===== config.mk =====
export PLATFORM = sky130hd
export DESIGN_NAME = mhtq_alu
export DESIGN_NICKNAME = d
export VERILOG_FILES = /design/src/rtl/mhtq_pkg.sv /design/src/rtl/mhtq_alu.sv
export SDC_FILE = /design/constraint.sdc
export NUM_CORES = 1
export LEC_CHECK = 0
export BUFFER_PORTS_ARGS = -buffer_cell sky130_fd_sc_hd__buf_2
export CAP_MARGIN = 5
export CORE_AREA = 2 2 85 87
export DETAILED_ROUTE_END_ITERATION = 8
export DIE_AREA = 0 0 87 89
export GPL_ROUTABILITY_DRIVEN = 0
export GPL_TIMING_DRIVEN = 1
export MAX_ROUTING_LAYER = met4
export PLACE_DENSITY = 0.85
export SETUP_SLACK_MARGIN = 0.4
export SLEW_MARGIN = 20
export SYNTH_ARGS = -nofsm -noshare
export SYNTH_HDL_FRONTEND = slang
export SYNTH_SLANG_ARGS = --single-unit

===== constraint.sdc =====
create_clock -name vclk -period 3.68
set_input_delay 0.184 -clock vclk [all_inputs]
set_output_delay 0.184 -clock vclk [all_outputs]
set_load 0.05 [all_outputs]

===== src/rtl/mhtq_pkg.sv =====
package mhtq_pkg;

  localparam int KIND_W = 3;
  localparam int ID_W   = 10;
  localparam int TMO_W  = 20;
  localparam int ELP_W  = 16;
  localparam int STAT_W = 2;
  localparam int WAIT_W = 20;
  localparam int LIVE_W = 7;
  localparam int TIME_W = 32;

  localparam logic [KIND_W-1:0] KIND_ADD   = 3'd0;
  localparam logic [KIND_W-1:0] KIND_DEL   = 3'd1;
  localparam logic [KIND_W-1:0] KIND_ADJ   = 3'd2;
  localparam logic [KIND_W-1:0] KIND_TICK  = 3'd3;
  localparam logic [KIND_W-1:0] KIND_CLEAR = 3'd4;

  localparam logic [STAT_W-1:0] STAT_OK      = 2'd0;
  localparam logic [STAT_W-1:0] STAT_UNKNOWN = 2'd1;
  localparam logic [STAT_W-1:0] STAT_FULL    = 2'd2;

  typedef struct packed {
    logic [KIND_W-1:0] kind;
    logic [ID_W-1:0]   timer_id;
    logic [TMO_W-1:0]  timeout_ms;
    logic [ELP_W-1:0]  elapsed_ms;
  } in_item_t;

  typedef struct packed {
    logic              fired;
    logic [ID_W-1:0]   expired_id;
    logic [STAT_W-1:0] status;
    logic              queue_empty;
    logic [WAIT_W-1:0] next_wait_ms;
    logic [LIVE_W-1:0] live_count;
    logic              last;
  } out_item_t;

  typedef struct packed {
    logic [ID_W-1:0]   id;
    logic [TIME_W-1:0] exp;
  } heap_ent_t;

  typedef struct packed {
    logic              lt;
    logic [TIME_W-1:0] diff;
    logic [TIME_W-1:0] sum;
  } alu_res_t;

endpackage


===== src/rtl/mhtq_alu.sv =====
module mhtq_alu import mhtq_pkg::*; (
  input  logic [TIME_W-1:0] a,
  input  logic [TIME_W-1:0] b,
  output alu_res_t          res
);
  logic [TIME_W:0] s;

  assign s        = {1'b0, a} + {1'b0, b};
  assign res.lt   = a < b;
  assign res.diff = b - a;
  // saturate instead of wrap
  assign res.sum  = s[TIME_W] ? {TIME_W{1'b1}} : s[TIME_W-1:0];
endmodule


# == Yosys cells after proc, flatten, opt, wreduce, memory -nomap -nowiden ==
# Index checks and enable logic that the tools add are counted.
# classes
add_sub_neg,2
multipliers,0
n_div,0
magnitude_cmp,1
n_eq_ne,0
n_shift,0
mux,1
bitwise_logic,0
n_reduce_logical,0
# ops
op,n
$add 32x32->33,1
$lt 32x32->1,1
$mux 32,1
$sub 32x32->32,1
# word_totals
register_bits,0
latch_bits,0
ramBits,0
rom_bits,0
inputBits,64
output_inout_bits,65
wordCells,4
memories,0

# == Depth between registers and ports, before layout ==
# Gate-level depths: netlist of run 1.
# depth
word_depth,2
mapped_depth,13
ltp_nobuf,12

# == Least setup slack after synthesis of run 1 ==
# OpenSTA, ideal clock, no wires.
# synth_timing
kind,in2out
startpoint,in a[5]
endpoint,out res[62] (netlist name)
t_arrival_ps,3052
t_required_ps,3496
path_slack_ps,444
stages,12
n_path_buf,1
path_cell_list,inv_1 -> ha_1 -> buf_2 -> or2_2 -> a21oi_1 -> a211oi_1 -> and3b_2 -> o21ai_1 -> a41o_1 -> a2111oi_2 -> nor3_1 -> xnor2_1
# synth_rtl
item,line,text
from (decl),mhtq_alu.sv:2,"input logic [TIME_W-1:0] a,"
to (decl),mhtq_alu.sv:4,output alu_res_t res

==> results.md, run 1 <==
* Status: completed
* DP Area at 4260 µm²
* Final Worst Setup Slack at 0.415 ns
* Gate Count Post-Synth at 525
* Die X-Extent at 87 µm
* Finish-stage setup viols at 0
* Distinct cells, synth at 71
* Row cnt at 30
* Post-CTS Hold Buffers at 0
* Crit path max fanout at 4
* Initial core utilization at 0.540
* Clock buf count at 0
* Worst Setup Start Kind: input pin
* FF/Latch Area at 0 µm²
* Drt via density at 6.06
* Syn Nets at 655
* Place WS at 0.216 ns
* Most area-consuming cells after synthesis: ha_1 22%, xnor2_1 12%, a21oi_1 7.2%
* Filler cells at 499
* First-pass GRT wire length at 17.7 mm
* GR Overflow Total at 0
* Area leader, netlist: ha_1
* Setup_tns at 0 ns
* DPL Wire Length at 8.50 mm
* Total track usage at 0.278
* Utilization after layout at 0.721
* Kind of cell adding the most delay to the critical path: compound AO/OA/AOI/OAI gates
* Most common cell in the netlist: ha_1
* Seq/Total Area, Yosys at 0
* Die area at 7740 µm²
* Slew @ Worst Pin at 0.590 ns
* Top-area cell type share of the netlist area at 0.221
* Total inserted antenna cells at 0
* Post-layout total power at 1.67 mW
* WL per Instance at 16.2 µm
* Layout net count at 778
* Post-Route WL at 11.8 mm
* DRC errors left at 0
* Final Critical Period at 3.27 ns
* Netlist Area Pre-Place at 3630 µm²
* 1st-iter DRT viols at 279
* Number of nets with antenna violations after routing at 0
* # Max-Cap Violations at 0
* Die H at 89 µm
* Most frequent CP cell: buf_4
* Worst min-delay path category: input pin to output pin
* Max Freq at 306 MHz
* Mean post-synth cell area at 6.91 µm²
* Slowest CP cell: o31a_1
* Worst slew margin at 0.603
* Crit end category: output pin
* Peak per-stage delay on the critical path at 0.40 ns
* Critical path buffers and inverters at 4
* Ordered cell list for the critical path: buf_2 > inv_1 > ha_1 > nor2b_1 > o31ai_2 > buf_4 > a21oi_2 > nor4_4 > nor3_2 > o31a_1 > a31o_2 > a21oi_1 > xnor2_1 > buf_4
* Synth top cells by count: 64 x ha_1, 61 x inv_1, 52 x a21oi_1
* Critical path class: input pin to output pin
* IO Pins at 129
* Finished Layout Cells at 726
* Worst EP required at 3.50 ns
* Synthesis-to-finish area growth at 33.6%
* Seq cells at 0
* Pins Over Slew Limit at 0
* Pwr per Cell Area at 344 nW/µm²
* DR pass1 iterations at 5
* CORE AREA at 6720 µm²
* VDD IR max at 0.254 mV
* Period Utilization, post-route at 0.887
* IO buf count at 129
* Synth warn at 0
* Arr. time, crit path at 3.08 ns
* Post-route cell area at 4840 µm²
* Unrepaired setup endpoints after global routing: yes
* Layout cells sized above 1 at 0.310
* Vias at 4402
* Cells after DPL at 711
* Number of global-route vias before repair at 3933
* Initial antenna violation count at 0
* Pin count of the biggest net entering global routing at 14
* WHS at 0.875 ns
* Final count of hold timing violations at 0
* Static Leak at 2.40 nW
## per-layer routing
metal,routed length [µm],vias up,GRT usage
met1,4740,1993,0.344
met5,0,-,-
met3,892,46,0.0120
met2,5720,277,0.481
met4,410,0,0.0994
li1,-,2086,-
## placed cells by master, fill, tap and decap left out, types with 3 or more instances in the layout
cell	synthesis	final
or2_2	3	3
a21boi_0	5	4
or3_1	4	4
nor2_1	42	42
a21oi_1	52	50
a31oi_1	6	5
nor2b_1	8	7
o21bai_1	15	15
ha_2	0	3
nand2b_1	9	7
buf_8	0	4
inv_1	61	61
o21ai_2	4	4
nand4_1	4	4
buf_6	4	30
xor2_1	4	4
nor3_1	17	15
o21ai_0	13	13
nor3b_1	3	3
buf_4	0	13
or4_1	3	3
nand2_1	40	33
xnor2_1	49	48
o21a_1	6	6
a21oi_2	2	4
and3_1	4	4
nor4_1	5	5
nand3_1	7	7
buf_2	8	96
nand2_4	0	3
a21o_1	13	13
ha_1	64	60
nand2_2	0	4
## power breakdown
group	total, mW	switching (mW)	internal, mW	leakage, nW
clock network	0	0	0	0
registers	0	0	0	0
logic	1.67	1.10	0.565	2.40
total	1.67	1.10	0.565	2.40
## path summary, 6_finish.rpt
kind / slack, ns / end / startpoint / depth (start not counted)
min: 0.88 / res[0] / a[0] / 4
max: 0.41 / res[59] / a[1] / 14
## logic make-up after synthesis
group | after synthesis | synth area share
buf+inv | 88 | 0.102
compound gates | 159 | 0.318
xor+xnor | 53 | 0.128
simple gates | 159 | 0.220
fa+ha+maj | 66 | 0.232
## tightest hold or removal path, delay by kind of cell
kind	cells	cell delay [ns]
buffers and inverters	2	0.23
adders and majority gates	1	0.19
and+or+nand+nor	1	0.08
## repair_timing
action,4_1_cts,5_1_grt
buffers inserted,7,5
endpoints found under the setup margin,36,41
cloned,2,1
pin swaps,6,16
gates resized for setup,76,39
## cell type report
class                      instances  area, µm²  share of cell area
multi-input combinational        437       3450               0.713
inverter                          62        233              0.0480
timing repair buffer             147       1060               0.218
tap                               80        100              0.0207
Note: power is estimated with default switching activity, not from simulation.
==> run 2: changes to the inputs <==
--- a/config.mk
+++ b/config.mk
@@ -5,15 +5,16 @@
 export SDC_FILE = /design/constraint.sdc
 export NUM_CORES = 1
 export LEC_CHECK = 0
+export ABC_AREA = 1
 export BUFFER_PORTS_ARGS = -buffer_cell sky130_fd_sc_hd__buf_2
 export CAP_MARGIN = 5
-export CORE_AREA = 2 2 85 87
+export CORE_AREA = 2 2 99 101
 export DETAILED_ROUTE_END_ITERATION = 8
-export DIE_AREA = 0 0 87 89
+export DIE_AREA = 0 0 101 103
 export GPL_ROUTABILITY_DRIVEN = 0
 export GPL_TIMING_DRIVEN = 1
 export MAX_ROUTING_LAYER = met4
-export PLACE_DENSITY = 0.85
+export PLACE_DENSITY = 0.81
 export SETUP_SLACK_MARGIN = 0.4
 export SLEW_MARGIN = 20
 export SYNTH_ARGS = -nofsm -noshare
==> results.md, run 2 <==
* Status: completed
* Seq/Total Area, Yosys at 0
* Post-layout total power at 1.47 mW
* Seq cells at 0
* Most common cell in the netlist: nand2_1
* Total track usage at 0.315
* Area leader, netlist: nand2_1
* Critical path class: input pin to output pin
* Post-CTS Resized at 0
* Synthesis-to-finish area growth at 12.0%
* Die X-Extent at 101 µm
* Period Utilization, post-route at 0.765
* Most frequent cells in the layout: 354 x nand2_1, 216 x inv_1, 129 x buf_2, 96 x nor2_1, 71 x nand3_1
* GR Overflow Total at 0
* DPL Wire Length at 14.3 mm
* Pwr per Cell Area at 261 nW/µm²
* Layout net count at 1249
* Initial core utilization at 0.531
* Unrepaired setup endpoints after global routing: no
* Post-CTS Hold Buffers at 0
* Vias at 6443
* CORE AREA at 9460 µm²
* Arr. time, crit path at 2.63 ns
* IO buf count at 129
* Syn Nets at 1144
* Initial antenna violation count at 0
* Drt via density at 5.23
* Setup_tns at 0 ns
* Worst Setup Start Kind: input pin
* IO Pins at 129
* Crit path max fanout at 18
* # Max-Cap Violations at 0
* Commonest non-fill, non-tap cell in the layout: nand2_1
* Met1 Wirelength at 6.81 mm
* Cells on Worst Hold Path at 4
* Netlist Area Pre-Place at 5020 µm²
* Max Freq at 355 MHz
* Post-route cell area at 5630 µm²
* Setup Buffers After CTS at 0
* Highest routed layer: met4
* Layout cells sized above 1 at 0.153
* Cells after DPL at 1231
* Top-area cell type share of the netlist area at 0.265
* Worst EP required at 3.50 ns
* Final Critical Period at 2.82 ns
* Finish-stage setup viols at 0
* Pin count of the biggest net entering global routing at 19
* Number of nets with antenna violations after routing at 0
* Worst slew margin at 0.548
* DR pass1 iterations at 5
* Mean post-synth cell area at 4.95 µm²
* Finished Layout Cells at 1231
* Filler cells at 1057
* Distinct cells, synth at 33
* DP Area at 5630 µm²
* WL per Instance at 13.1 µm
* First-pass GRT wire length at 25.9 mm
* FF/Latch Area at 0 µm²
* Synth top cells by count: 354 x nand2_1, 216 x inv_1, 96 x nor2_1
* Pins Over Slew Limit at 0
* Worst min-delay path category: input pin to output pin
* Crit end category: output pin
* Clock buf count at 0
* Row cnt at 36
* Gate Count Post-Synth at 1014
* Slew @ Worst Pin at 0.677 ns
* Final count of hold timing violations at 0
* Area of the multi-input gates at 3970 µm²
* VDD IR max at 0.142 mV
* Met2 wire length at 7.31 mm
* Static Leak at 3.61 nW
* Most area-consuming cells after synthesis: nand2_1 26%, inv_1 16%, ha_1 16%
* Die area at 10400 µm²
* 1st-iter DRT viols at 508
* WL met3 at 1.56 mm
* Total inserted antenna cells at 0
* Number of global-route vias before repair at 5915
* Die H at 103 µm
* Synth warn at 0
* DRC errors left at 0
* Post-Route WL at 16.2 mm
run 2: cell type report:
cell class / instances / area share
Timing Repair Buffer: 132 / 0.119
Tap cell: 114 / 0.0254
Multi-Input combinational cell: 759 / 0.705
Inverter: 226 / 0.151
run 2: stage by stage:
stage                      util  setup WS (ns)  hold slack, ns
after floorplan               -           1.26           0.700
after global placement    0.595          0.959           0.885
after detailed placement  0.595          0.882           0.904
after CTS                 0.595          0.875           0.900
after global routing      0.595          0.693           0.932
final                     0.595          0.865           0.895
run 2: cells by family (layout without fill, tap and decap cells):
| group | count (synthesis) | after routing | synth area share |
|---|---|---|---|
| buffers and inverters | 255 | 358 | 0.210 |
| AO/OA/AOI/OAI | 95 | 95 | 0.103 |
| XOR/XNOR | 17 | 17 | 0.0296 |
| adder cells (fa/ha/maj) | 66 | 66 | 0.167 |
| AND/OR/NAND/NOR | 581 | 581 | 0.490 |
run 2: path summary, 6_finish.rpt:
check | start | end | slack (ns)
setup / recovery | a[0] | res[2] | 0.86
hold / removal | a[0] | res[32] | 0.90
run 2: critical path, stage by stage:
cell and delay [ns]:
buf_2 0.11, ha_1 0.22, fa_1 0.40, nand2_2 0.11, nand2_2 0.06, nand4_1 0.12
nand2_2 0.10, nand2_2 0.08, nand2_2 0.07, a21oi_4 0.56, buf_4 0.29, o21ai_0 0.10
buf_2 0.22
run 2: per-layer routing:
metal	up-vias	GRT usage
li1	3282	-
met1	2783	0.388
met2	332	0.540
met3	46	0.0380
met4	0	0.0925
met5	-	-
run 2: power by group:
group | leakage (nW) | internal [mW] | switching, mW
Combinational | 3.61 | 0.366 | 1.10
Clock | 0 | 0 | 0
Sequential | 0 | 0 | 0
Total | 3.61 | 0.366 | 1.10
==> run 3: changes to the inputs <==
--- a/config.mk
+++ b/config.mk
@@ -8,13 +8,13 @@
 export ABC_AREA = 1
 export BUFFER_PORTS_ARGS = -buffer_cell sky130_fd_sc_hd__buf_2
 export CAP_MARGIN = 5
-export CORE_AREA = 2 2 99 101
+export CORE_AREA = 2 2 102 104
 export DETAILED_ROUTE_END_ITERATION = 8
-export DIE_AREA = 0 0 101 103
+export DIE_AREA = 0 0 104 106
 export GPL_ROUTABILITY_DRIVEN = 0
 export GPL_TIMING_DRIVEN = 1
 export MAX_ROUTING_LAYER = met4
-export PLACE_DENSITY = 0.81
+export PLACE_DENSITY = 0.8
 export SETUP_SLACK_MARGIN = 0.4
 export SLEW_MARGIN = 20
 export SYNTH_ARGS = -nofsm -noshare
==> constraint.sdc (replaced) <==
create_clock -name vclk -period 2.5
set_input_delay 0.125 -clock vclk [all_inputs]
set_output_delay 0.125 -clock vclk [all_outputs]
set_load 0.05 [all_outputs]
==> results.md, run 3 (synthesis results as in run 2) <==
* WL per Instance at 15.2 µm
* Initial core utilization at 0.502
* # Max-Cap Violations at 0
* Total track usage at 0.310
* VDD IR max at 0.304 mV
* Commonest non-fill, non-tap cell in the layout: nand2_1
* DPL Wire Length at 14.6 mm
* Worst EP required at 2.38 ns
* Period Utilization, post-route at 0.885
* Number of nets with antenna violations after routing at 0
* GR Overflow Total at 0
* Post-CTS Hold Buffers at 0
* Unrepaired setup endpoints after global routing: yes
* Pwr per Cell Area at 403 nW/µm²
* Status: completed
* Critical path class: input pin to output pin
* Pins Over Slew Limit at 0
* Combinational power share at 1.000
* CORE AREA at 10000 µm²
* Die area at 11000 µm²
* Final Critical Period at 2.21 ns
* Worst min-delay path category: input pin to output pin
* Pint at 959 µW
* IO Pins at 129
* Worst Hold Launch: a[0]
* 1st-iter DRT viols at 762
* DR pass1 iterations at 9
* FF/Latch Area at 0 µm²
* Slowest CP cell: fa_2
* Max Freq at 452 MHz
* Layout net count at 1276
* CP Launch Point: a[0]
* Sw Ratio at 0.662
* Worst Setup Start Kind: input pin
* Slew @ Worst Pin at 0.578 ns
* Filler cells at 851
* Layout cells sized above 1 at 0.256
* Utilization after layout at 0.705
* Row cnt at 37
* Drt via density at 5.47
* Sequential share of power at 0
* DP Area at 5780 µm²
* Final count of hold timing violations at 0
* Seq cells at 0
* Total inserted antenna cells at 0
* Finished Layout Cells at 1280
* Peak per-stage delay on the critical path at 0.36 ns
* Static Leak at 4.00 nW
* NetSw at 1.88 mW
* Most frequent CP cell: nand2_4
* Number of global-route vias before repair at 6004
* IO buf count at 129
* Vias at 7006
* Worst slew margin at 0.611
* Die X-Extent at 104 µm
* Arr. time, crit path at 2.09 ns
* Cells after DPL at 1262
* Initial antenna violation count at 0
* Crit path max fanout at 7
* Clock power frac at 0
* Pin count of the biggest net entering global routing at 12
* Post-Route WL at 19.5 mm
* Die H at 106 µm
* Ordered cell list for the critical path: buf_8 > ha_4 > fa_2 > nand2_4 > nand2_4 > nand4_1 > nand2_2 > nand2_2 > nand2_4 > a21oi_4 > buf_12 > buf_12 > nand3_4 > buf_8
* First-pass GRT wire length at 27.6 mm
* DRC errors left at 0
* Area of the multi-input gates at 4710 µm²
* Synthesis-to-finish area growth at 40.4%
* Setup_tns at 0 ns
* Post-route cell area at 7050 µm²
* WHS at 0.740 ns
* Finish-stage setup viols at 0
* Crit end category: output pin
* Most frequent cells in the layout: 336 x nand2_1, 216 x inv_1, 84 x nor2_1, 78 x buf_2
* Clock buf count at 0
run 3: cell types whose count changed in the layout (fill, tap and decap cells not counted), sizes merged:
| cell | change |
|---|---|
| clkbuf | +8 |
| buf | +19 |
run 3: final timing paths:
check,to,cells after the start
min,res[0],4
max,res[13],14
run 3: layer usage:
layer | global-route usage | vias up | part of all wire
met5 | - | - | 0
met4 | 0.0936 | 0 | 0.053
met3 | 0.0282 | 118 | 0.11
met2 | 0.514 | 502 | 0.46
met1 | 0.401 | 3058 | 0.38
li1 | - | 3328 | -
run 3: power by group through the flow:
| stage | clock (mW) | sequential (mW) | combinational [mW] |
|---|---|---|---|
| floorplan | 0 | 0 | 1.66 |
| global placement | 0 | 0 | 2.17 |
| detailed placement | 0 | 0 | 2.18 |
| CTS | 0 | 0 | 2.44 |
| global route | 0 | 0 | 2.98 |
| finish | 0 | 0 | 2.84 |
run 3: stage by stage:
stage / total power [mW] / setup slack [ns]
6_report: 2.84 / 0.288
5_1_grt: 2.98 / 0.260
4_1_cts: 2.44 / 0.374
3_5_place_dp: 2.18 / 0.188
3_3_place_gp: 2.17 / 0.232
2_1_floorplan: 1.66 / 0.410
run 3: area by class of cell:
type,count,area share
inverters,226,0.120
multi-input cells,759,0.667
well taps,136,0.0241
repair buffers,159,0.188
run 3: what timing repair did:
| item | in CTS | in global routing |
|---|---|---|
| gates resized for setup | 134 | 131 |
| endpoints found under the setup margin | 50 | 55 |
| cloned | 1 | 1 |
| pin swaps | 9 | 22 |
| buffers inserted | 4 | 12 |
run 3: worst max-delay path, delay by kind of cell:
kind / cells / cell delay, ns
compound gates: 1 / 0.17
simple gates: 7 / 0.69
fa+ha+maj: 2 / 0.51
buf+inv: 4 / 0.58
